File: src/rtl/esc_pkg.sv
`timescale 1ns / 1ps
package esc_pkg;

  localparam int unsigned DIV_DEPTH = 32;
  localparam int unsigned CFG_IDX_W = 3;
  localparam int unsigned CFG_W     = 64;

  localparam logic [31:0] T_OFFSET    = 32'd64000;
  localparam logic [31:0] H_OFFSET    = 32'd76800;
  localparam logic [31:0] P_SCALE     = 32'd3125;
  localparam logic [31:0] P_FULL      = 32'd1048576;
  localparam logic [31:0] P_HALF      = 32'h8000_0000;
  localparam logic [31:0] H_LIMIT     = 32'd419430400;
  localparam logic [31:0] H_BIAS      = 32'd2097152;
  localparam logic [31:0] H_ROUND_A   = 32'd16384;
  localparam logic [31:0] P_UNITY     = 32'd32768;
  localparam logic [31:0] H_ROUND_B   = 32'd8192;
  localparam logic [31:0] T_ROUND     = 32'd128;

  typedef enum logic [CFG_IDX_W-1:0] {
    REG_TEMP    = 3'd0,
    REG_PRESS_A = 3'd1,
    REG_PRESS_B = 3'd2,
    REG_PRESS_C = 3'd3,
    REG_HUM     = 3'd4
  } reg_idx_t;

  typedef struct packed {
    logic [19:0] raw_temp;
    logic [19:0] raw_press;
    logic [15:0] raw_hum;
  } sample_t;

  typedef struct packed {
    logic signed [31:0] temperature;
    logic [31:0]        pressure;
    logic [16:0]        humidity;
    logic               press_invalid;
  } result_t;

  // Coefficients widened to 32-bit two's complement patterns
  typedef struct packed {
    logic [31:0] t1, t2, t3;
    logic [31:0] p1, p2, p3, p4, p5, p6, p7, p8, p9;
    logic [31:0] h1, h2, h3, h4, h5, h6;
  } cal_t;

  typedef struct packed {
    logic [31:0] temperature;
    logic [16:0] humidity;
    logic        press_invalid;
    logic        dbl;
  } side_t;

  typedef struct packed {
    logic [31:0] dividend;
    logic [31:0] divisor;
    side_t       side;
  } div_req_t;

  typedef struct packed {
    logic [31:0] quotient;
    side_t       side;
  } div_rsp_t;

  function automatic logic [31:0] asr(input logic [31:0] x, input logic [4:0] n);
    return $unsigned($signed(x) >>> n);
  endfunction

  function automatic logic [31:0] mul(input logic [31:0] a, input logic [31:0] b);
    logic [63:0] r;
    r = 64'(a) * 64'(b);
    return r[31:0];
  endfunction

endpackage

File: src/rtl/esc_back.sv
`timescale 1ns / 1ps
module esc_back
  import esc_pkg::*;
(
  input  logic     clk,
  input  logic     rst,
  input  logic     en,
  input  logic     rsp_valid,
  input  div_rsp_t rsp,
  input  cal_t     cal,
  output logic     res_valid,
  output result_t  res
);

  logic [2:0]  v;
  logic [31:0] p0, p1q, p2q, m9a1, m8_1, m9_2, m8s2;
  side_t       s1, s2;
  logic [31:0] p_fin;

  always_ff @(posedge clk) begin
    if (rst) begin
      v <= '0;
    end else if (en) begin
      v <= {v[1:0], rsp_valid};
    end
  end

  // Undo the halved branch
  assign p0 = rsp.side.dbl ? (rsp.quotient << 1) : rsp.quotient;

  // Second-order pressure trim
  always_ff @(posedge clk) begin
    if (en) begin
      p1q  <= p0;
      m9a1 <= mul(p0 >> 3, p0 >> 3);
      m8_1 <= mul(p0 >> 2, cal.p8);
      s1   <= rsp.side;
      p2q  <= p1q;
      m9_2 <= mul(cal.p9, m9a1 >> 13);
      m8s2 <= asr(m8_1, 5'd13);
      s2   <= s1;
    end
  end

  assign p_fin = p2q + asr(asr(m9_2, 5'd12) + m8s2 + cal.p7, 5'd4);

  // Result register
  always_ff @(posedge clk) begin
    if (en) begin
      res.temperature   <= $signed(s2.temperature);
      res.pressure      <= s2.press_invalid ? '0 : p_fin;
      res.humidity      <= s2.humidity;
      res.press_invalid <= s2.press_invalid;
    end
  end

  assign res_valid = v[2];

endmodule

File: config.mk
export PLATFORM = sky130hd
export DESIGN_NAME = esc_back
export DESIGN_NICKNAME = d
export VERILOG_FILES = /design/src/rtl/esc_pkg.sv /design/src/rtl/esc_back.sv
export SDC_FILE = /design/constraint.sdc
export NUM_CORES = 2
export LEC_CHECK = 0
export ABC_AREA = 1
export BUFFER_PORTS_ARGS = -buffer_cell sky130_fd_sc_hd__buf_4
export CAP_MARGIN = 20
export CORE_MARGIN = 1.5
export CORE_UTILIZATION = 45
export DETAILED_ROUTE_END_ITERATION = 8
export HOLD_SLACK_MARGIN = 0.08
export SYNTH_ARGS = -nofsm -noshare
export SYNTH_HDL_FRONTEND = slang
export SYNTH_SLANG_ARGS = --single-unit
File: constraint.sdc
create_clock -name clk -period 10.96 [get_ports clk]
set_clock_uncertainty 0.1 [all_clocks]
set_input_delay 2.192 -clock clk [delete_from_list [all_inputs] [get_ports clk]]
set_output_delay 2.192 -clock clk [all_outputs]
set_load 0.02 [all_outputs]
==> impl_metrics.ini <==
[clock_tree]
clock-sinks = 326
tritoncts = yes
cts_resized = 0
cts.clk_slew.worst_paths_ps = 60
clk_latency_ps = 550
cts_buffer_depth = 3
cts_root_buf = clkbuf_16
cts_made_buffers = 36
postCtsSetupBuffers = 0
htreeDepth = 2
holdBufCountCts = 0

[floorplanning]
die_w_um = 357
rows = 129
die_h_um = 357
start_util = 0.455
dieArea_mm2 = 0.128
core_area_mm2 = 0.124
ios = 746

[yosys]
synthXorXnorAreaFrac = 0.0270
avgSynthCellArea_um2 = 8.74
synth_area_leaders = fa_1 (40%), edfxtp_1 (17%), inv_1 (11%)
synthCells = 6463
synth_fa_ha_area_frac = 0.482
ys.flop_type = edfxtp_1
synth_simple_gate_area_frac = 0.144
async_flop_share = 0
synthDistinctLibCells = 48
synth_top_family_by_area = adder cells
synth.cell_area_mm2 = 0.0565
synth_edf_count = 323
syn_nets = 8630
yosysWarnings = 0
synth_compound_area_frac = 0.0471
yosys_register_bits = 326
yosysTopAreaCell = fa_1
yosysSeqAreaShare = 0.173
synthMuxAreaShare = 0
synth_top_area_share = 0.396

[detailed_routing]
drtAntennaViolNets = 0
drc = 0
vias = 42700
wl_per_cell_um = 19.4
drtIter0Drc = 3196
avgViaCountPerCell = 5.15
wirelength_um = 161000
firstDrtPassIters = 6

[sta]
drv_slew = 0
fmax_ghz = 0.103
rsz0062_at_grt = false
worst_slack_ps = 1230
hold_violations = 0
fin_crit_sh = 0.888
tns_ps = 0
fin_crit_ps = 9730
slew_headroom = 0.300
worst_pin_slew_ps = 1040
setup_violations = 0

[global_routing]
grt_first_pass_wirelength_um = 253000
gr-usage-all-layers = 0.259
gr-total-overflow = 0
grt_pass1_vias = 45100
antenna_found_initial = 7
grt_max_degree = 143

[critical_path]
max_stage_delay_ps = 600
startpoint_type = primary input
crit_type = in2reg
required_ps = 11150
cp_max_fo = 53
end_kind = register
cp_slowest_cell = fa_1
path_common_cell = fa_1
critical-path-top-delay-family = adder cells
arrival_ps = 9910
path_buf_inv = 8

[run_status]
outcome = finished clean

[finish]
layout_common_cells = inv_1 (1666), nand2_1 (1249), fa_1 (1118)
layout_commonest_cell = inv_1
multi_input_area_mm2 = 0.0396
syn2layout_area_growth_pct = 9.14
final_util = 0.497
ff_latch_area_mm2 = 0.00976
drive_gt1_frac = 0.0677
nets = 8801
fillerInstances = 11800

[place]
gp_congestion = 0.948
port_buffers = 265
dp_slack_ps = 703
dp_hpwl_um = 130000

[worst_hold_path]
holdCritPathClass = reg2reg

[run]
cap_violations = 0
registers in the layout, summed over array words and instances (netlist names):
signal / flops
m8s2: 19
m9_2: 20
p2q: 32
m8_1: 19
m9a1: 19
s2: 50
s1: 50
p1q: 32
res: 82
v: 3
final timing paths:
path	slack [ps]	cells after the start	endpoint	from
worst min register to register	320	0	res[74]	s2[43]
worst min-delay path	320	0	res[74]	s2[43]
worst max-delay path	1230	25	m9a1[31]	rsp[0]
worst max register to register	4410	21	m9_2[29]	m9a1[22]
kinds of logic after synthesis:
logic type / count (synthesis)
simple gates: 2078
buf+inv: 1908
fa+ha+maj: 1504
compound gates: 473
flops: 326
xor+xnor: 174
metal layers:
layer | part of all wire | global-route usage | up-vias
met4 | 0.038 | 0.0893 | 10
met3 | 0.075 | 0.0386 | 307
li1 | - | - | 19400
met5 | 0.00046 | 0 | -
met2 | 0.47 | 0.429 | 1608
met1 | 0.42 | 0.347 | 21400
final cells by class:
| class | instances | area share |
|---|---|---|
| Multi-Input combinational cell | 4229 | 0.642 |
| Sequential cell | 326 | 0.158 |
| Inverter | 1689 | 0.103 |
| Timing Repair Buffer | 352 | 0.0436 |
| Tap cell | 1637 | 0.0332 |
| Clock buffer | 43 | 0.0157 |
| Clock inverter | 22 | 0.00477 |
| Antenna cell | 1 | 0.0000406 |
Yosys cell counts (3+ instances only):
library cell,instances
a221oi_1,6
nand3b_1,14
buf_1,40
o211ai_1,8
o21ai_1,18
o21ai_0,128
a31oi_1,13
ha_1,386
inv_2,10
o21ai_2,10
nand2_2,5
fa_1,1118
edfxtp_1,323
nor3_1,31
nand4_1,12
o21bai_1,9
buf_6,4
a21boi_0,7
inv_1,1666
nand3_1,112
a21oi_1,228
clkbuf_1,163
xor2_1,105
clkinv_1,13
a21o_1,13
o21a_1,14
buf_2,10
nand2_1,1252
and2_1,3
o221ai_1,7
dfxtp_1,3
nor2_1,627
xnor2_1,69
nor4_1,16
stage by stage:
| stage | hold slack [ps] | cell area [um2] | instances |
|---|---|---|---|
| after floorplan | 300 | 56500 | 6463 |
| after global placement | 300 | 60400 | 8232 |
| after detailed placement | 305 | 60400 | 8233 |
| after CTS | 315 | 61700 | 8298 |
| after global routing | 320 | 61700 | 8298 |
| final | 315 | 61700 | 8299 |
Power is left out: the tool's default activity adds up to more than one toggle a clock period on the data nets, which glitch-free logic cannot reach.
